File: src/strmm_pkg.sv
// shared types, constants and helpers for the sparse-table range min/max engine
// no dependencies; imported by the top level, front end, queue and back end
`default_nettype none
package strmm_pkg;

  // table geometry
  localparam int MAX_ENTRIES = 1024;
  localparam int LEVELS      = 11;
  localparam int POS_W       = 10;
  localparam int LVL_W       = 4;
  localparam int CNT_W       = 11;
  localparam int ADDR_W      = LVL_W + POS_W;
  localparam int DEPTH       = LEVELS * MAX_ENTRIES;
  localparam int VAL_W       = 32;

  // command queue between front and back
  localparam int QDEPTH      = 4;
  localparam int QPTR_W      = 2;

  // request kinds on the input tuser
  typedef enum logic [1:0] {
    REQ_LOAD  = 2'd0,
    REQ_BUILD = 2'd1,
    REQ_QUERY = 2'd2
  } req_t;

  // back-end sequencer states
  typedef enum logic [1:0] {
    BK_IDLE,
    BK_QUERY,
    BK_BUILD,
    BK_DRAIN
  } back_state_t;

  // one decoded command in the queue
  typedef struct packed {
    req_t              op;
    logic              bad;
    logic [ADDR_W-1:0] addr_a;
    logic [ADDR_W-1:0] addr_b;
    logic [VAL_W-1:0]  value;
  } cmd_t;

  // index of the highest set bit, zero for zero
  function automatic logic [LVL_W-1:0] floor_log2(input logic [CNT_W-1:0] x);
    logic [LVL_W-1:0] k;
    k = '0;
    for (int i = 0; i < CNT_W; i++) begin
      if (x[i]) k = LVL_W'(i);
    end
    return k;
  endfunction

endpackage
`default_nettype wire

File: src/strmm_front.sv
// front end: takes input beats, drops unused kinds, decodes queries into table addresses
// depends on strmm_pkg
`default_nettype none
module strmm_front import strmm_pkg::*; (
  input  wire logic             in_tvalid,
  output logic                  in_tready,
  input  wire logic [63:0]      in_tdata,   // position, value, left_index, right_index, pad
  input  wire logic [1:0]       in_tuser,   // req_type
  input  wire logic [CNT_W-1:0] count,
  input  wire logic             q_full,
  output logic                  q_push,
  output cmd_t                  q_cmd
);

  logic [POS_W-1:0] pos;
  logic [VAL_W-1:0] val;
  logic [POS_W-1:0] left_idx;
  logic [POS_W-1:0] right_idx;
  logic [CNT_W-1:0] span_len;
  logic [LVL_W-1:0] span_lvl;
  logic [CNT_W-1:0] span_pow;
  logic [CNT_W-1:0] b_pos;
  logic             kind_ok;

  // unpack the beat
  assign pos       = in_tdata[9:0];
  assign val       = in_tdata[41:10];
  assign left_idx  = in_tdata[51:42];
  assign right_idx = in_tdata[61:52];

  assign in_tready = !q_full;

  // two overlapping power-of-two spans cover the range
  assign span_len = {1'b0, right_idx} - {1'b0, left_idx} + CNT_W'(1);
  assign span_lvl = floor_log2(span_len);
  assign span_pow = CNT_W'(1) << span_lvl;
  assign b_pos    = {1'b0, right_idx} + CNT_W'(1) - span_pow;

  // classify the request
  always_comb begin
    kind_ok      = 1'b0;
    q_cmd.op     = REQ_LOAD;
    q_cmd.bad    = 1'b0;
    q_cmd.addr_a = {{LVL_W{1'b0}}, pos};
    q_cmd.addr_b = {{LVL_W{1'b0}}, pos};
    q_cmd.value  = val;
    case (in_tuser)
      REQ_LOAD: begin
        kind_ok  = 1'b1;
        q_cmd.op = REQ_LOAD;
      end
      REQ_BUILD: begin
        kind_ok  = 1'b1;
        q_cmd.op = REQ_BUILD;
      end
      REQ_QUERY: begin
        kind_ok      = 1'b1;
        q_cmd.op     = REQ_QUERY;
        q_cmd.bad    = (left_idx > right_idx) || ({1'b0, right_idx} >= count);
        q_cmd.addr_a = {span_lvl, left_idx};
        q_cmd.addr_b = {span_lvl, b_pos[POS_W-1:0]};
      end
      default: begin
        kind_ok = 1'b0;
      end
    endcase
  end

  assign q_push = in_tvalid && in_tready && kind_ok;

endmodule
`default_nettype wire

File: config.mk
export PLATFORM = sky130hd
export DESIGN_NAME = strmm_front
export DESIGN_NICKNAME = d
export VERILOG_FILES = /design/src/strmm_pkg.sv /design/src/strmm_front.sv
export SDC_FILE = /design/constraint.sdc
export NUM_CORES = 1
export LEC_CHECK = 0
export BUFFER_PORTS_ARGS = -buffer_cell sky130_fd_sc_hd__buf_2
export CAP_MARGIN = 10
export CORE_AREA = 3 3 58 113
export DETAILED_ROUTE_END_ITERATION = 12
export DIE_AREA = 0 0 61 116
export PLACE_DENSITY = 0.74
export SLEW_MARGIN = 0
export SYNTH_ARGS = -nofsm -noshare
export SYNTH_HDL_FRONTEND = slang
export SYNTH_SLANG_ARGS = --single-unit
File: constraint.sdc
create_clock -name vclk -period 12.35
set_input_delay 0.6175 -clock vclk [all_inputs]
set_output_delay 0.6175 -clock vclk [all_outputs]
set_load 0.03 [all_outputs]
After elaboration in Yosys (flattened, before gate mapping)
Cells that the tools add are included.

storage, ports and cells
  word-level logic and storage cells = 28
  output and inout bits = 65
  register bits = 0
  bits of input ports = 79

operators by class
  muxes and demuxes = 13
  reductions and logical operators = 6
  equality and inequality tests = 2
  shift operators = 1
  order comparisons = 2
  $add $sub $neg = 4

operators by type and width
  operator                 number
  $mux W4                  9
  $mux W29                 1
  $add A11 B1 Y11 const B  1
  $ge A10 B11 Y1           1
  $sub A10 B10 Y11         1
  $add A10 B1 Y10 const B  1
  $gt A10 B10 Y1           1
  $shl A1 B4 Y10 const A   1
  $sub A10 B10 Y10         1
  $pmux W2 S2              1
  $reduce_or A3 Y1         1
  $eq A2 B1 Y1 const B     1
  $eq A2 B2 Y1 const B     1
  $logic_and A1 B1 Y1      2
  $logic_not A2 Y1         1
  $mux W1                  2
  $logic_not A1 Y1         1
  $logic_or A1 B1 Y1       1

Depth between registers and ports, before layout
  word-level depth = 15
  mapped depth = 23
  depth with buffers taken out = 23

Worst setup path after synthesis
Ideal clock, no wire load.

  path type = input to output
  from = input port in_tdata[53]
  to = output port q_cmd[41] in the netlist's numbering
  stages on the path = 22
  path slack = 6.304 ns
  required time = 11.733 ns
  path buffers = 0
  arrival time = 5.428 ns
  path through = inv_1 > ha_1 > inv_1 > ha_1 > inv_1 > fa_1 > o311ai_2 > a211oi_1 > or3_4 > o21ai_2 > nor4_2 > ha_1 > inv_1 > ha_1 > fa_1 > a21o_1 > a21oi_1 > o21ai_0 > o41ai_1 > xnor2_1 > nand3_1 > a31oi_1

RTL lines
  what                RTL line           RTL
  start: declaration  strmm_front.sv:7   input wire logic [63:0] in_tdata,
  end: declaration    strmm_front.sv:12  output cmd_t q_cmd

==> report_table.html <==
<table>
<tr><th>Metric</th><th>Value</th></tr>
<tr><th colspan="2">Logic synthesis</th></tr>
<tr><td>Distinct cells, synth</td><td>53</td></tr>
<tr><td>Nets in the synthesized netlist</td><td>roughly 440</td></tr>
<tr><td>Yosys synthesis warning count</td><td>0</td></tr>
<tr><td>Synthesized area</td><td>0.00225 mm2</td></tr>
<tr><td>Avg Inst Size Synth</td><td>between 7 and 8 um2</td></tr>
<tr><td>Share of synthesized area occupied by flip-flops and latches</td><td>0</td></tr>
<tr><td>Syn Inst Count</td><td>a little over 300</td></tr>
<tr><th colspan="2">Route</th></tr>
<tr><td>Initial drt markers</td><td>50</td></tr>
<tr><td>Remaining design rule violation count</td><td>0</td></tr>
<tr><td>Total wire length after detailed routing</td><td>6.09 mm</td></tr>
<tr><td>Post-detailed-route count of antenna-violating nets</td><td>0</td></tr>
<tr><td>First-pass detailed-route iteration total</td><td>4</td></tr>
<tr><td>Routed length per instance</td><td>around 15 um</td></tr>
<tr><td>Ratio of routed vias to standard cells</td><td>around 5.5</td></tr>
<tr><td>Via total after detailed routing</td><td>between 2,000 and 2,500</td></tr>
<tr><th colspan="2">Setup path</th></tr>
<tr><td>Crit path launch</td><td>in_tdata[53]</td></tr>
<tr><td>Worst path slowest cell</td><td>sky130_fd_sc_hd__fa_1</td></tr>
<tr><td>Series of cell instances along the critical path</td><td>buf_2 -&gt; inv_1 -&gt; ha_1 -&gt; inv_1 -&gt; ha_1 -&gt; inv_1 -&gt; fa_1 -&gt; o311ai_2 -&gt; a211oi_1 -&gt; or3_4 -&gt; o21ai_2 -&gt; nor4_2 -&gt; ha_1 -&gt; inv_1 -&gt; ha_1 -&gt; fa_1 -&gt; a21o_1 -&gt; a21oi_1 -&gt; o21ai_0 -&gt; o41ai_1 -&gt; xnor2_1 -&gt; nand3_1 -&gt; a31oi_1 -&gt; buf_2</td></tr>
<tr><td>Worst Setup End Kind</td><td>output pin</td></tr>
<tr><td>Delay of the slowest cell on the worst path</td><td>approximately 430 ps</td></tr>
<tr><td>Arrival time at the worst endpoint</td><td>approximately 6000 ps</td></tr>
<tr><td>Startpoint kind of the worst setup timing path</td><td>primary input</td></tr>
<tr><td>End point of the critical path</td><td>q_cmd[41]</td></tr>
<tr><td>CP Max Fanout</td><td>8</td></tr>
<tr><td>Data required time of the worst path</td><td>11,730 ps</td></tr>
<tr><td>Worst Path Class, Setup</td><td>primary input to output pin</td></tr>
<tr><th colspan="2">Cells and area</th></tr>
<tr><td>P&amp;R area growth vs syn</td><td>8.55%</td></tr>
<tr><td>Net count of the finished layout</td><td>484</td></tr>
<tr><td>Final antenna diode count</td><td>0</td></tr>
<tr><td>Share of layout cells above drive strength 1</td><td>0.280</td></tr>
<tr><td>Fillers</td><td>599</td></tr>
<tr><td>Number of sequential cells in the layout</td><td>0</td></tr>
<tr><td>Leading cell types in the layout, fill and taps excluded</td><td>sky130_fd_sc_hd__buf_2, sky130_fd_sc_hd__ha_1, sky130_fd_sc_hd__inv_1</td></tr>
<tr><td>Most common cell after layout, fill and taps aside</td><td>sky130_fd_sc_hd__buf_2</td></tr>
<tr><td>Sequential cell area</td><td>0 um2</td></tr>
<tr><td>Layout clock buffer count</td><td>0</td></tr>
<tr><th colspan="2">Placement</th></tr>
<tr><td>Final weighted congestion in routability-driven placement</td><td>0.872</td></tr>
<tr><td>Setup slack after placement</td><td>5880 ps</td></tr>
<tr><td>Port buffer count</td><td>between 70 and 80</td></tr>
<tr><td>HPWL reported at the end of detailed placement</td><td>about 5.4 mm</td></tr>
<tr><th colspan="2">Die</th></tr>
<tr><td>Core Region</td><td>0.00581 mm2</td></tr>
<tr><td>Width of the die</td><td>61 um</td></tr>
<tr><td>I/O pin count</td><td>roughly 140</td></tr>
<tr><td>Die ar.</td><td>between 0.007 and 0.008 mm2</td></tr>
<tr><td>Site row count</td><td>39</td></tr>
<tr><td>Vert. Die Dim</td><td>116 um</td></tr>
<tr><td>Initial core utilization</td><td>0.388</td></tr>
<tr><th colspan="2">Timing</th></tr>
<tr><td>Actual transition at the worst max-transition pin</td><td>about 460 ps</td></tr>
<tr><td>Minimum period implied by the final worst setup slack</td><td>6520 ps</td></tr>
<tr><td>Setup TNS</td><td>0 ps</td></tr>
<tr><td>Final Cycle Share</td><td>0.528</td></tr>
<tr><td>Max-slew headroom</td><td>0.687</td></tr>
<tr><td>Final-report hold violation count</td><td>0</td></tr>
<tr><td>Fmax</td><td>between 0.15 and 0.2 GHz</td></tr>
<tr><td>Unrepaired setup endpoints after global routing</td><td>no</td></tr>
<tr><td>Final number of setup-violating endpoints</td><td>0</td></tr>
<tr><td>Crit path setup slack, layout</td><td>between 5000 and 6000 ps</td></tr>
<tr><td>Max-slew violations</td><td>0</td></tr>
<tr><th colspan="2">Status</th></tr>
<tr><td>Result of the run</td><td>completed</td></tr>
<tr><th colspan="2">Power</th></tr>
<tr><td>PD cells</td><td>between 60 and 70 mW/mm2</td></tr>
<tr><td>Leakage power of the design</td><td>about 1.4 nW</td></tr>
<tr><td>Max VDD drop</td><td>approximately 0.022 mV</td></tr>
<tr><th colspan="2">Global routing</th></tr>
<tr><td>Initial antenna violation count</td><td>0</td></tr>
<tr><td>Wire length of the first global-routing pass</td><td>9.73 mm</td></tr>
<tr><td>Largest net degree at the start of global routing</td><td>31</td></tr>
<tr><td>Vias in the first global route</td><td>about 2,200</td></tr>
<tr><td>Total global routing track utilization</td><td>0.175</td></tr>
<tr><td>Residual overflow from global routing</td><td>0</td></tr>
<tr><th colspan="2">Flow run</th></tr>
<tr><td>Number of max-cap violations</td><td>0</td></tr>
<tr><th colspan="2">Clocking</th></tr>
<tr><td>Post-CTS setup buffer count</td><td>0</td></tr>
<tr><td>CTS hold repair buffers</td><td>0</td></tr>
<tr><td>PostCTS Resize Cnt</td><td>0</td></tr>
<tr><th colspan="2">Min path</th></tr>
<tr><td>Worst min-delay path class</td><td>primary input to output pin</td></tr>
</table>
## worst min-delay path by stage
stage | startpoint | to | slack (ps) | depth (start not counted)
floorplan | in_tuser[1] | q_cmd[61] | 1340 | 1
global placement | in_tdata[15] | q_cmd[5] | 1240 | 0
detailed placement | in_tdata[15] | q_cmd[5] | 1240 | 0
CTS | in_tdata[15] | q_cmd[5] | 1240 | 0
global route | in_tdata[12] | q_cmd[2] | 1240 | 0
finish | in_tdata[26] | q_cmd[16] | 1240 | 0
## cells by family after synthesis
| group | Yosys count | synth area share |
|---|---|---|
| buffers and inverters | 82 | 0.196 |
| AND/OR/NAND/NOR | 80 | 0.186 |
| AO/OA/AOI/OAI | 73 | 0.236 |
| adder cells (fa/ha/maj) | 57 | 0.323 |
| XOR/XNOR | 13 | 0.0538 |
| multiplexers | 1 | 0.00444 |
## Yosys cell counts (2+ instances only)
library cell,instances,area share
sky130_fd_sc_hd__nand2_1,27,0.045
sky130_fd_sc_hd__xnor2_1,9,0.035
sky130_fd_sc_hd__clkbuf_1,3,0.0050
sky130_fd_sc_hd__ha_1,55,0.31
sky130_fd_sc_hd__o21a_1,4,0.013
sky130_fd_sc_hd__a211oi_1,3,0.010
sky130_fd_sc_hd__xor2_1,3,0.012
sky130_fd_sc_hd__a21oi_1,8,0.018
sky130_fd_sc_hd__inv_1,42,0.070
sky130_fd_sc_hd__nand3_1,8,0.018
sky130_fd_sc_hd__o21bai_1,2,0.0067
sky130_fd_sc_hd__nor3_1,5,0.011
sky130_fd_sc_hd__and4_1,3,0.012
sky130_fd_sc_hd__buf_4,36,0.12
sky130_fd_sc_hd__a21o_1,9,0.030
sky130_fd_sc_hd__o41ai_1,2,0.0078
sky130_fd_sc_hd__nand2b_1,4,0.011
sky130_fd_sc_hd__and3_1,4,0.011
sky130_fd_sc_hd__fa_1,2,0.018
sky130_fd_sc_hd__o21ai_0,20,0.044
sky130_fd_sc_hd__o31ai_1,2,0.0067
sky130_fd_sc_hd__nor2b_1,5,0.014
sky130_fd_sc_hd__a31oi_1,5,0.014
sky130_fd_sc_hd__nor2_1,13,0.022
sky130_fd_sc_hd__o21ai_2,3,0.012
sky130_fd_sc_hd__and3_2,2,0.0067
## power breakdown
group          internal [mW]  total (mW)  switching, mW
sequential                 0           0              0
clock                      0           0              0
combinational         0.0621       0.158         0.0962
total                 0.0621       0.158         0.0962
## worst max-delay path: cells and delay by family
kind	cells	cell delay [ps]
xor gates and xnor gates	1	190
adders and majority gates	6	1800
AOI/OAI and AO/OA	8	2030
and+or+nand+nor	3	630
buffers and inverters	6	620
## final cells by class
type | count | area, um2 | share of cell area
multi-input combinational | 224 | 1810 | 0.740
timing repair buffer | 79 | 398 | 0.163
inverter | 43 | 161 | 0.0660
tap | 61 | 76.3 | 0.0312
## metrics by stage
step                      utilization  power (mW)  cells  instance area, um2  hold slack, ps
after detailed placement        0.421       0.157    407                2450            1240
after CTS                       0.421       0.158    407                2450            1240
after global routing            0.421       0.176    407                2450            1240
final                           0.421       0.158    407                2450            1240
after global placement          0.421       0.154    407                2450            1240
after floorplan                     -       0.138    306                2250            1340
## metal layers
layer	wire, um	vias up	global-route usage	share of wire
met3	323	40	0.0111	0.053
met5	0	-	0	0
met4	434	0	0.104	0.071
met1	2070	1000	0.180	0.34
met2	3260	82	0.325	0.53
li1	-	1113	-	-
Power figures use the tool's default switching activity.
