==> src/strmm_pkg.sv <==
// shared types, constants and helpers for the sparse-table range min/max engine
// no dependencies; imported by the top level, front end, queue and back end
`default_nettype none
package strmm_pkg;

  // table geometry
  localparam int MAX_ENTRIES = 1024;
  localparam int LEVELS      = 11;
  localparam int POS_W       = 10;
  localparam int LVL_W       = 4;
  localparam int CNT_W       = 11;
  localparam int ADDR_W      = LVL_W + POS_W;
  localparam int DEPTH       = LEVELS * MAX_ENTRIES;
  localparam int VAL_W       = 32;

  // command queue between front and back
  localparam int QDEPTH      = 4;
  localparam int QPTR_W      = 2;

  // request kinds on the input tuser
  typedef enum logic [1:0] {
    REQ_LOAD  = 2'd0,
    REQ_BUILD = 2'd1,
    REQ_QUERY = 2'd2
  } req_t;

  // back-end sequencer states
  typedef enum logic [1:0] {
    BK_IDLE,
    BK_QUERY,
    BK_BUILD,
    BK_DRAIN
  } back_state_t;

  // one decoded command in the queue
  typedef struct packed {
    req_t              op;
    logic              bad;
    logic [ADDR_W-1:0] addr_a;
    logic [ADDR_W-1:0] addr_b;
    logic [VAL_W-1:0]  value;
  } cmd_t;

  // index of the highest set bit, zero for zero
  function automatic logic [LVL_W-1:0] floor_log2(input logic [CNT_W-1:0] x);
    logic [LVL_W-1:0] k;
    k = '0;
    for (int i = 0; i < CNT_W; i++) begin
      if (x[i]) k = LVL_W'(i);
    end
    return k;
  endfunction

endpackage
`default_nettype wire

==> src/strmm_fifo.sv <==
// short command queue between front and back ends
// depends on strmm_pkg
`default_nettype none
module strmm_fifo import strmm_pkg::*; (
  input  wire logic clk,
  input  wire logic rst_n,
  input  wire logic push,
  input  wire cmd_t push_cmd,
  output logic      full,
  input  wire logic pop,
  output logic      not_empty,
  output cmd_t      head_cmd
);

  cmd_t              slot_r [QDEPTH];
  logic [QPTR_W-1:0] wr_ptr_r, wr_ptr_nxt;
  logic [QPTR_W-1:0] rd_ptr_r, rd_ptr_nxt;
  logic [QPTR_W:0]   fill_r, fill_nxt;
  logic              do_push;
  logic              do_pop;

  assign full      = (fill_r == (QPTR_W+1)'(QDEPTH));
  assign not_empty = (fill_r != '0);
  assign head_cmd  = slot_r[rd_ptr_r];
  assign do_push   = push && !full;
  assign do_pop    = pop && not_empty;

  // pointer and fill update
  always_comb begin
    wr_ptr_nxt = do_push ? wr_ptr_r + QPTR_W'(1) : wr_ptr_r;
    rd_ptr_nxt = do_pop  ? rd_ptr_r + QPTR_W'(1) : rd_ptr_r;
    fill_nxt   = fill_r + (QPTR_W+1)'(do_push) - (QPTR_W+1)'(do_pop);
  end

  always_ff @(posedge clk) begin
    if (!rst_n) begin
      wr_ptr_r <= '0;
      rd_ptr_r <= '0;
      fill_r   <= '0;
    end else begin
      wr_ptr_r <= wr_ptr_nxt;
      rd_ptr_r <= rd_ptr_nxt;
      fill_r   <= fill_nxt;
    end
  end

  // storage, no reset
  always_ff @(posedge clk) begin
    if (do_push) slot_r[wr_ptr_r] <= push_cmd;
  end

endmodule
`default_nettype wire

==> config.mk <==
export PLATFORM = sky130hd
export DESIGN_NAME = strmm_fifo
export DESIGN_NICKNAME = d
export VERILOG_FILES = /design/src/strmm_pkg.sv /design/src/strmm_fifo.sv
export SDC_FILE = /design/constraint.sdc
export NUM_CORES = 1
export LEC_CHECK = 0
export ABC_AREA = 1
export ABC_CLOCK_PERIOD_IN_PS = 5100
export BUFFER_PORTS_ARGS = -buffer_cell sky130_fd_sc_hd__buf_2
export CORE_MARGIN = 3
export CORE_UTILIZATION = 30
export CTS_CLUSTER_DIAMETER = 120
export DETAILED_ROUTE_END_ITERATION = 8
export GPL_ROUTABILITY_DRIVEN = 0
export PLACE_DENSITY = 0.55
export SYNTH_ARGS = -nofsm -noshare
export SYNTH_HDL_FRONTEND = slang
export SYNTH_SLANG_ARGS = --single-unit
==> constraint.sdc <==
create_clock -name clk -period 5.1 [get_ports clk]
set_clock_uncertainty 0.2 [all_clocks]
set_input_delay 1.53 -clock clk [delete_from_list [all_inputs] [get_ports clk]]
set_output_delay 1.53 -clock clk [all_outputs]
set_load 0.01 [all_outputs]
# Word-level counts from Yosys, hierarchy flattened
# Memories as Yosys holds them, arrays and structs flattened. A register that Yosys moved wholly into a read port is not among the register bits.
# Index checks and enable logic that the tools add are counted.
totals:
  register_bits: 7
  ram_bits: 252
  n_memories: 1
memory_table:
  columns: ["memory", "words", "width", "read_ports", "rd_ports_with_merged_regs", "write_ports", "line", "rtl"]
  rows:
  - ["slot_r", 4, 63, 1, 1, 1, "strmm_fifo.sv:15", "cmd_t slot_r [QDEPTH];"]
classes:
  addsub: 4
  eq_ne: 1
  n_mux: 4
  reduce_logical: 4
ops:
  columns: ["cell", "count"]
  rows:
  - ["2-bit by 1-bit adder with 2-bit output (second input constant)", 2]
  - ["2-bit two-way mux", 2]
  - ["3-bit by 1-bit adder with 3-bit output", 1]
  - ["3-bit equality test (second input constant)", 1]
  - ["3-bit nonzero test", 1]
  - ["3-bit by 1-bit subtractor with 3-bit output", 1]
  - ["1-bit logical AND", 2]
  - ["1-bit two-way mux", 2]
  - ["1-bit logical NOT", 1]

# Longest topological paths before layout
# Gate-level depths: netlist of run 1.
depth:
  ltp_word: 5
  depth_mapped: 10
  mapped_depth_nobuf: 10

# Worst setup path after synthesis of run 1
# No wires, ideal clock.
synth_timing:
  path_type: "input to register"
  start: "input push"
  end: "memory slot_r[0][0] (netlist name) (enable)"
  setup_time_ns: 0.484
  t_arrival_ns: 4.283
  t_required_ns: 4.416
  slack_ns: 0.132
  stages: 2
  path_buffers: 0
  cell_sequence: "nand2_1 nor2_1"
synth_between:
  elab_chain_cells: 3
synth_lines:
  columns: ["item", "line", "rtl"]
  rows:
  - ["from (decl)", "strmm_fifo.sv:7", "input wire logic push,"]
  - ["1-bit logical AND", "strmm_fifo.sv:25", "assign do_push = push && !full;"]
  - ["1-bit two-way mux", "strmm_fifo.sv:49", "if (do_push) slot_r[wr_ptr_r] <= push_cmd;"]
  - ["1-bit two-way mux (not written as such)", "strmm_fifo.sv:49", null]
  - ["to (decl)", "strmm_fifo.sv:15", null]
# No other way between the ends.

==> results.md, run 1 <==
- Final period util: a little under nine tenths
- Core area: 32900 um2
- Largest net degree at the start of global routing: 83
- Post-synthesis cell area: 10200 um2
- Maximum buffer depth of the clock tree: 3
- TNS Setup: 0 ns
- Vias: 5848
- Outcome: completed
- Min Clock Period, post-route: 4.38 ns
- Drc violations: 0
- Seq/Total Area, Yosys: roughly 76%
- F_max: approximately 230 MHz
- Max-cap violations: 0
- CTS tree: yes
- Endpoint class of the critical path: primary output
- DIE WIDTH: about 190 um
- ANT nets after route: 0
- Critical Path Fanout Max: 70
- Final setup viols: 0
- EDFF count, synth: approximately 250
- Num rows: 66
- Slowest-stage cell, CP: dfxtp_4
- PD cells: ~490 nW/um2
- Worst-Skew Late Latency: 0.53 ns
- Die footprint: about 36000 um2
- Gr ovfl total: 0
- First-pass DRT Iterations: 4
- Number of clock sinks: about 260
- WL/cell: roughly 18 um
- Net count after synthesis: 749
- Lkg Pwr: roughly 4.1 nW
- Setup repair after global routing missed its margin: false
- Top-level I/O count: 132
- ANT cells: 0
- Post-Syn Area per Cell: 15.1 um2
- Synth async-reset ratio: 0%
- DRT iter0 DRCs: 317
- Synth Warn #: 0
- Dominant cell type by area after synthesis: edfxtp_1
- Gr usage total: around 13%
- Clock Tree Root: clkbuf_16
- Register bit total from synthesis: roughly 260
- Nets@finish: 882
- Post-synth top cells: edfxtp_1 (252), o21ai_0 (114), nor2_1 (98), nor2_2 (40), o22ai_2 (40)
- Antenna violations before repair: 2
- DP HPWL: 12900 um
- Crit Path Category: flip-flop to primary output
- WP data arrival: 2.65 ns
- Crit-path cells: buf_4 -> o21ai_0 -> o22ai_2 -> buf_2
- TritonCTS buffer count: 29
- Largest cells by area after synthesis: edfxtp_1 (74%), o21ai_0 (5.6%), o22ai_2 (4.9%)
- CP max stage delay: 0.74 ns
- WL final: roughly 23000 um
- Post-CTS sizing: 0
- CTS Hold Buffers Added: 0
- Area delta synth->final: 19.2%
- Initial core utilization: a little under a third
- Yosys cell types: 24
- H-tree levels: 1
- Layout cells sized above 1: between 30% and 40%
- Post-synthesis cell count: between 600 and 700
- Primary FF master, synth: edfxtp_1
- Maximum vdd ir drop: between 0.2 and 0.25 mV
- WP data required: ~3.4 ns
- Port Buffers: about 130
- First-pass GRT wire length: roughly 35000 um
- Worst Tran Pin Value: roughly 1 ns
- Hold Vio Cnt, Final: 0
- Headroom to the max-slew limit: between 30% and 40%
- Reg clk slew, reported paths: ~0.060 ns
- Height of the die: roughly 190 um
- Final Max Tran Viols: 0
- Post-synth top area share: between 70% and 80%
- Filler Cell Count: 3103
- Path type of the worst min-delay path: flip-flop to flip-flop
- Number of vias per cell: about 4.6
- Vias in the first global route: ~6000
- Critical Path Start Type: flip-flop
- Count leader, synth: edfxtp_1
- Postcts setup bufs: 0
- Final Core Density: a little under two fifths
## metrics by stage
| step | area (um2) | hold WS [ns] | power (mW) | worst slack [ns] | cells |
|---|---|---|---|---|---|
| 5_1_grt | 12100 | 0.332 | 6.31 | 0.440 | 1270 |
| 2_1_floorplan | 10200 | 0.248 | 3.65 | 0.132 | 675 |
| 4_1_cts | 12100 | 0.301 | 6.07 | 0.654 | 1270 |
| 3_5_place_dp | 11300 | 0.285 | 4.18 | 1.24 | 1219 |
| 3_3_place_gp | 11300 | 0.264 | 4.17 | 1.26 | 1219 |
| 6_report | 12100 | 0.296 | 5.96 | 0.721 | 1270 |
## worst paths after layout
kind / to / cells after the start / slack [ns] / from
worst max-delay path: head_cmd[48] / 4 / 0.72 / flip-flop
worst max register to register: slot_r[1][32] / 5 / 2.43 / fill_r[1]
worst min register to register: flip-flop / 2 / 0.30 / rd_ptr_r[0]
worst min-delay path: flip-flop / 2 / 0.30 / rd_ptr_r[0]
## metal layers
layer / share of wire, % / GRT usage, %
met2: 47 / 20.9
met3: 5.1 / 2.84
met4: 1.9 / 3.13
met1: 45 / 17.0
met5: 0.099 / 0
## where the power goes
group / internal, mW / total [mW] / switching [mW] / leakage [nW]
sequential: 2.61 / 2.71 / 0.0972 / 2.38
combinational: 0.467 / 1.39 / 0.922 / 1.36
clock: 1.07 / 1.86 / 0.789 / 0.407
total: 4.15 / 5.96 / 1.81 / 4.15
## cell usage in the layout (no fill, tap or decap), types with 4 or more instances in the layout
cell type	synthesis	layout
a21oi_1	4	4
o21ai_0	114	114
clkbuf_1	11	9
buf_4	1	9
clkbuf_16	0	29
nor2_1	98	94
ha_1	6	6
o22ai_2	40	40
edfxtp_1	252	252
inv_1	15	15
buf_2	14	131
nor2_2	40	40
nand2_1	13	13
o21ai_1	13	13
dfxtp_1	9	7
o22ai_1	23	23
nor2_4	0	4
## layout make-up
type | count | area, um2 | area share, %
multi-input combinational | 357 | 2120 | 17.5
inverter | 17 | 73.8 | 0.609
tap | 442 | 553 | 4.56
timing repair buffer | 142 | 763 | 6.30
sequential | 261 | 7750 | 64.0
clock buffer | 40 | 787 | 6.49
clock inverter | 11 | 66.3 | 0.547
## logic make-up (layout without fill, tap and decap cells)
family / count (synthesis) / count (layout) / synth area share, %
AO/OA/AOI/OAI: 196 / 196 / 12.9
adder cells (fa/ha/maj): 7 / 7 / 0.935
buffers and inverters: 57 / 210 / 3.25
flip-flops: 261 / 261 / 76.2
AND/OR/NAND/NOR: 154 / 154 / 6.71
## sequential cells by signal, indices dropped and copies added, names as in the netlist, named ones only
signal,flops
fill_r,3
rd_ptr_r,2
slot_r,252
wr_ptr_r,2
## critical path: cells and delay by family (launching register included)
family,cells,cell delay [ns]
buffers and inverters,2,0.84
AO/OA/AOI/OAI,2,0.46
flip-flops,1,0.74
Power figures use the tool's default switching activity.
==> inputs of run 2 (changes only) <==
--- a/config.mk
+++ b/config.mk
@@ -5,10 +5,8 @@
 export SDC_FILE = /design/constraint.sdc
 export NUM_CORES = 1
 export LEC_CHECK = 0
-export ABC_AREA = 1
 export ABC_CLOCK_PERIOD_IN_PS = 5100
 export BUFFER_PORTS_ARGS = -buffer_cell sky130_fd_sc_hd__buf_2
-export CORE_MARGIN = 3
 export CORE_UTILIZATION = 30
 export CTS_CLUSTER_DIAMETER = 120
 export DETAILED_ROUTE_END_ITERATION = 8
==> run 2 against run 1 <==
Wire length down 23%. Worst hold slack better by 0.0038 ns. Setup slack improved by 0.21 ns. Die area decreased by 9.1%. Global-route usage fell by 1.6 points. Core utilization shrank 0.18 points. Cell count fell by 25%. Maximum frequency is 5.1% higher. Critical path depth decreased by 1. Design area decreased by 4.7%. Synthesized area down 5.2%. Critical path type unchanged.
==> results.md, run 2 <==
- Crit-path cells: buf_12 -> mux4_1 -> buf_2 (was buf_4 -> o21ai_0 -> o22ai_2 -> buf_2)
- Synth async-reset ratio: 0% (unchanged)
- ANT nets after route: 0 (unchanged)
- Max-cap violations: 0 (unchanged)
- Num rows: 65 (was 66)
- Layout cells sized above 1: 43.9% (was 32.5%)
- Commonest non-fill, non-tap cell in the layout: edfxtp_1 (unchanged)
- TNS Setup: 0 ns (unchanged)
- Die footprint: 32900 um2 (was 36100 um2)
- Vias: 4287 (was 5848)
- Reg clk slew, reported paths: 0.06 ns (about the same)
- CP max stage delay: 0.73 ns (was 0.74 ns)
- Placed Instance Area: 10700 um2 (was 11300 um2)
- Final WS setup: 0.933 ns (was 0.721 ns)
- Worst Tran Pin Value: 1.07 ns (was 0.997 ns)
- Dominant cell type by area after synthesis: edfxtp_1 (unchanged)
- Vias in the first global route: 4851 (was 6026)
- Post-synthesis cell area: 9640 um2 (was 10200 um2)
- Outcome: completed (unchanged)
- Yosys cell types: 20 (was 24)
- Top flop regs: slot_r: 252 flops, fill_r: 3 flops (unchanged)
- R2r worst-path depth: 11 (was 5)
- TritonCTS buffer count: 28 (was 29)
- Drc violations: 0 (unchanged)
- Top-level I/O count: 132 (unchanged)
- Min Clock Period, post-route: 4.17 ns (was 4.38 ns)
- Post-synth top cells: edfxtp_1 (252), mux4_2 (60), dfxtp_1 (9), and2_1 (7), buf_2 (7) (was edfxtp_1 (252), o21ai_0 (114), nor2_1 (98), nor2_2 (40), o22ai_2 (40))
- CTS tree: yes (unchanged)
- Primary FF master, synth: edfxtp_1 (unchanged)
- DIE WIDTH: 181 um (was 190 um)
- PD cells: 502 nW/um2 (was 492 nW/um2)
- Crit path max-delay family: flip-flops (was buffers and inverters)
- Met1 WL: 7320 um (was 10500 um)
- Number of vias per cell: 4.53 (was 4.60)
- Height of the die: 181 um (was 190 um)
- Met3 WL post-DR: 1160 um (was 1190 um)
- Synth Warn #: 0 (unchanged)
- Final period util: 81.7% (was 85.9%)
- EDFF count, synth: 252 (unchanged)
- F_max: 240 MHz (was 228 MHz)
- Number of instances on the worst hold path: 2 (unchanged)
- Port Buffers: 131 (unchanged)
- Lkg Pwr: 3.83 nW (was 4.15 nW)
- DR WL met2: 9110 um (was 11000 um)
- Antenna violations before repair: 2 (unchanged)
- Area delta synth->final: 19.8% (was 19.2%)
- Path type of the worst min-delay path: flip-flop to flip-flop (unchanged)
- Maximum buffer depth of the clock tree: 3 (unchanged)
- First-pass DRT Iterations: 4 (unchanged)
- Max reg flops: 252 (unchanged)
- Gr usage total: 11.1% (was 12.6%)
- Largest cells by area after synthesis: edfxtp_1 (78%), mux4_2 (14%), dfxtp_1 (1.9%) (was edfxtp_1 (74%), o21ai_0 (5.6%), o22ai_2 (4.9%))
- Most frequent cells in the layout: edfxtp_1 (252), buf_2 (131), mux4_2 (60) (was edfxtp_1 (252), buf_2 (131), o21ai_0 (114))
- Final hold slack: 0.300 ns (was 0.296 ns)
- Nets@finish: 597 (was 882)
- Slowest-stage cell, CP: dfxtp_4 (unchanged)
- Critical Path Fanout Max: 37 (was 70)
- Count leader, synth: edfxtp_1 (unchanged)
- Hold Vio Cnt, Final: 0 (unchanged)
- DP HPWL: 9950 um (was 12900 um)
- Worst-Skew Late Latency: 0.52 ns (was 0.53 ns)
- Placement Setup Slack: 1.33 ns (was 1.24 ns)
- Post-Syn Area per Cell: 25.6 um2 (was 15.1 um2)
- WP data required: 3.37 ns (about the same)
- Final setup viols: 0 (unchanged)
- Tot Pwr: 5.80 mW (was 5.96 mW)
- Final Cell Area: 11500 um2 (was 12100 um2)
- Maximum vdd ir drop: 0.279 mV (was 0.233 mV)
- Core area: 31600 um2 (was 32900 um2)
- Number of clock sinks: 261 (unchanged)
- Final Max Tran Viols: 0 (unchanged)
- Critical Path Start Type: flip-flop (unchanged)
- Net count after synthesis: 451 (was 749)
- Register bit total from synthesis: 261 (unchanged)
- Post-synth top area share: 78.5% (was 74.4%)
- Clock Tree Root: clkbuf_16 (unchanged)
- Seq/Total Area, Yosys: 80.4% (was 76.2%)
- First-pass GRT wire length: 27700 um (was 35400 um)
- CTS Hold Buffers Added: 0 (unchanged)
- Gr ovfl total: 0 (unchanged)
- Setup repair after global routing missed its margin: false (unchanged)
- Highest metal used: met5 (unchanged)
- Crit Path Category: flip-flop to primary output (unchanged)
- DRT iter0 DRCs: 214 (was 317)
- Postcts setup bufs: 0 (unchanged)
- HP Start: wr_ptr_r[1] (was rd_ptr_r[0])
- Largest net degree at the start of global routing: 64 (was 83)
- WL final: 17900 um (was 23200 um)
- H-tree levels: 1 (unchanged)
- Initial core utilization: 30.6% (was 30.9%)
- WP data arrival: 2.44 ns (was 2.65 ns)
- Post-synthesis cell count: 377 (was 675)
- Biggest register: slot_r (unchanged)
- Endpoint class of the critical path: primary output (unchanged)
- Worst r2r src: fill_r[1] (unchanged)
- Post-CTS sizing: 0 (unchanged)
- Crit path buf inv count: 2 (unchanged)
- Headroom to the max-slew limit: 28.8% (was 33.5%)
- WL/cell: 18.9 um (was 18.2 um)
- Worst path depth: 3 (was 4)
## run 2: kinds of logic (layout without fill, tap and decap cells)
kind of cell    count (synthesis)  after routing  synth area share [%]
flops                         261            261                  80.4
mux                            65             65                  15.0
buf+inv                        21            188                  2.00
simple gates                   17             17                  1.06
fa+ha+maj                       7              7                 0.986
xor+xnor                        4              4                 0.363
compound gates                  2              2                 0.182
other cells                     0              1                     0
## run 2: per-stage QoR
step / utilization [%] / instances
after floorplan: - / 377
after global placement: 33.8 / 895
after detailed placement: 33.8 / 895
after CTS: 36.6 / 946
after global routing: 36.6 / 946
final: 36.6 / 947
## run 2: where the power goes
| part | total, mW | leakage (nW) | switching, mW | internal (mW) |
|---|---|---|---|---|
| combinational | 1.11 | 1.01 | 0.547 | 0.567 |
| sequential | 2.75 | 2.38 | 0.149 | 2.61 |
| clock | 1.93 | 0.438 | 0.795 | 1.14 |
## run 2: worst register-to-register path, stage by stage, from the launching register on
cell,delay (ns)
dfxtp_1,0.47
nor3b_2,0.10
nor2b_1,0.42
inv_1,0.10
ha_1,0.30
inv_1,0.05
ha_1,0.12
inv_1,0.05
fa_1,0.37
xnor2_1,0.14
xnor2_1,0.12
and2_1,0.15
## run 2: path summary, 6_finish.rpt
check,to,slack [ns]
worst max-delay path,head_cmd[58],0.93
worst min register to register,wr_ptr_r[1],0.30
worst max register to register,fill_r[2],2.39
worst min-delay path,wr_ptr_r[1],0.30
## run 2: layout make-up
type / count / area (um2)
Antenna cell: 1 / 2.50
Clock buffer: 34 / 744
Clock inverter: 17 / 139
Fill cell: 2916 / 20000
Inverter: 5 / 18.8
Multi-Input combinational cell: 95 / 1710
Sequential cell: 261 / 7750
Tap cell: 402 / 503
Timing Repair Buffer: 132 / 676
## run 2: layer usage
layer | vias to the layer above | global-route usage [%]
li1 | 1895 | -
met1 | 2248 | 13.2
met2 | 115 | 19.5
met3 | 27 | 3.04
met4 | 2 | 2.92
met5 | - | 0
==> inputs of run 3 (changes only) <==
--- a/config.mk
+++ b/config.mk
@@ -5,13 +5,13 @@
 export SDC_FILE = /design/constraint.sdc
 export NUM_CORES = 1
 export LEC_CHECK = 0
-export ABC_CLOCK_PERIOD_IN_PS = 5100
+export ABC_CLOCK_PERIOD_IN_PS = 4140
 export BUFFER_PORTS_ARGS = -buffer_cell sky130_fd_sc_hd__buf_2
 export CORE_UTILIZATION = 30
 export CTS_CLUSTER_DIAMETER = 120
 export DETAILED_ROUTE_END_ITERATION = 8
 export GPL_ROUTABILITY_DRIVEN = 0
-export PLACE_DENSITY = 0.55
+export PLACE_DENSITY = 0.53
 export SYNTH_ARGS = -nofsm -noshare
 export SYNTH_HDL_FRONTEND = slang
 export SYNTH_SLANG_ARGS = --single-unit
==> constraint.sdc (replaced) <==
create_clock -name clk -period 4.14 [get_ports clk]
set_clock_uncertainty 0.2 [all_clocks]
set_input_delay 1.242 -clock clk [delete_from_list [all_inputs] [get_ports clk]]
set_output_delay 1.242 -clock clk [all_outputs]
set_load 0.01 [all_outputs]
==> run 3 against run 2 <==
Highest routed layer is now met4. Count of clock-buffer cells in the layout increased by 6. Sequential cell count unchanged. Total power increased by 26%. Wire length increased by 3.0%. Non-clock buffer count increased by 7.
==> results.md, run 3 (synthesized netlist as in run 2, its figures left out) <==
- Reg clk slew, reported paths: 0.06 ns (about the same)
- Core area: 31600 um2 (unchanged)
- Commonest non-fill, non-tap cell in the layout: edfxtp_1 (unchanged)
- Critical Path Start Type: flip-flop (unchanged)
- Final hold slack: 0.324 ns (was 0.300 ns)
- First-pass GRT wire length: 28400 um (was 27700 um)
- Gr ovfl total: 0 (unchanged)
- Biggest register: slot_r (unchanged)
- Most frequent cells in the layout: edfxtp_1 (252), buf_2 (131), mux4_2 (60) (unchanged)
- Path type of the worst min-delay path: flip-flop to flip-flop (unchanged)
- WL/cell: 19.3 um (was 18.9 um)
- Die footprint: 32900 um2 (unchanged)
- DRT iter0 DRCs: 190 (was 214)
- Sequential power share: 45.9% (was 47.5%)
- Top-level I/O count: 132 (unchanged)
- Port Buffers: 131 (unchanged)
- Lkg Pwr: 3.91 nW (was 3.83 nW)
- Num rows: 65 (unchanged)
- Post-CTS sizing: 0 (unchanged)
- Slowest-stage cell, CP: dfxtp_4 (unchanged)
- Crit-path cells: buf_12 -> mux4_1 -> buf_2 (unchanged)
- WP data required: 2.70 ns (was 3.37 ns)
- TNS Setup: 0 ns (unchanged)
- Logic pwr share: 20.1% (was 19.2%)
- Final setup viols: 0 (unchanged)
- Number of vias per cell: 4.52 (was 4.53)
- H-tree levels: 1 (unchanged)
- WL final: 18400 um (was 17900 um)
- Clock power frac: 34.0% (was 33.3%)
- DIE WIDTH: 181 um (unchanged)
- Largest net degree at the start of global routing: 64 (unchanged)
- P_sw: 1.84 mW (was 1.49 mW)
- Postcts setup bufs: 0 (unchanged)
- TritonCTS buffer count: 29 (was 28)
- WP data arrival: 2.27 ns (was 2.44 ns)
- Setup repair after global routing missed its margin: false (unchanged)
- F_max: 269 MHz
- Worst-Skew Late Latency: 0.52 ns (about the same)
- DP HPWL: 10700 um (was 9950 um)
- Nets@finish: 605 (was 597)
- Final Max Tran Viols: 0 (unchanged)
- Gr usage total: 11.4% (was 11.1%)
- Height of the die: 181 um (unchanged)
- Outcome: completed (unchanged)
- Drc violations: 0 (unchanged)
- Max-cap violations: 0 (unchanged)
- Min Clock Period, post-route: roughly 3.7 ns
- Crit Path Category: flip-flop to primary output (unchanged)
- Area delta synth->final: 21.5% (was 19.8%)
- CTS Hold Buffers Added: 0 (unchanged)
- Number of clock sinks: 261 (unchanged)
- ANT nets after route: 0 (unchanged)
- First-pass DRT Iterations: 4 (unchanged)
- Critical Path Fanout Max: 33 (was 37)
- Top flop regs: slot_r: 252 flops, fill_r: 3 flops (unchanged)
- Worst Tran Pin Value: 0.524 ns (was 1.07 ns)
- Layout cells sized above 1: 44.9% (was 43.9%)
- CTS tree: yes (unchanged)
- Max reg flops: 252 (unchanged)
- PD cells: 623 nW/um2 (was 502 nW/um2)
- Switching portion of total power: 25.2% (was 25.7%)
- Headroom to the max-slew limit: 65.1% (was 28.8%)
- Initial core utilization: 30.6% (unchanged)
- Maximum vdd ir drop: 0.316 mV (was 0.279 mV)
- CP max stage delay: 0.64 ns (was 0.73 ns)
- Vias in the first global route: 4877 (was 4851)
- Clock Tree Root: clkbuf_16 (unchanged)
- Antenna violations before repair: 1 (was 2)
- Vias: 4320 (was 4287)
- Internal power: 5.46 mW (was 4.31 mW)
- Maximum buffer depth of the clock tree: 3 (unchanged)
- Hold Vio Cnt, Final: 0 (unchanged)
- Final period util: between 80% and 90%
- Endpoint class of the critical path: primary output (unchanged)
[run 3: per-stage QoR]
stage / power (mW) / cells / setup WS [ns] / area [um2] / util (%)
CTS: 7.45 / 954 / 0.309 / 11700 / 37.1
global route: 7.66 / 954 / 0.242 / 11700 / 37.1
finish: 7.30 / 955 / 0.424 / 11700 / 37.1
detailed placement: 4.93 / 902 / 0.854 / 10800 / 34.2
floorplan: 4.41 / 377 / 0.501 / 9640 / -
global placement: 4.89 / 902 / 0.878 / 10800 / 34.2
[run 3: cell type report]
type / count / area [um2]
Inverter: 5 / 18.8
Timing Repair Buffer: 139 / 791
Clock buffer: 40 / 797
Fill cell: 2906 / 19800
Sequential cell: 261 / 7750
Tap cell: 402 / 503
Antenna cell: 1 / 2.50
Multi-Input combinational cell: 95 / 1710
Clock inverter: 12 / 136
[run 3: critical path, delay by kind of cell, from the launching register on]
family / cells / cell delay (ns)
buffers and inverters: 2 / 0.49
flip-flops: 1 / 0.64
multiplexers: 1 / 0.59
[run 3: routing by layer]
layer / track usage [%] / share of wire [%] / vias to the layer above
li1: - / - / 1913
met1: 13.8 / 42 / 2268
met2: 20.0 / 51 / 103
met3: 2.88 / 5.5 / 36
met4: 3.36 / 2.1 / 0
met5: 0 / 0 / -
[run 3: power groups by stage]
stage,logic (mW),registers [mW],clock network (mW)
floorplan,1.08,3.32,0
global placement,1.50,3.39,0
detailed placement,1.51,3.41,0
CTS,1.52,3.36,2.57
global route,1.60,3.38,2.67
finish,1.46,3.35,2.48
[run 3: worst paths after layout]
path | startpoint | depth (start not counted) | to | slack [ns]
setup reg to reg | fill_r[1] | 12 | fill_r[2] | 1.59
hold reg to reg | wr_ptr_r[1] | 2 | wr_ptr_r[1] | 0.32
hold / removal | wr_ptr_r[1] | 2 | wr_ptr_r[1] | 0.32
setup / recovery | flip-flop | 3 | head_cmd[62] | 0.42
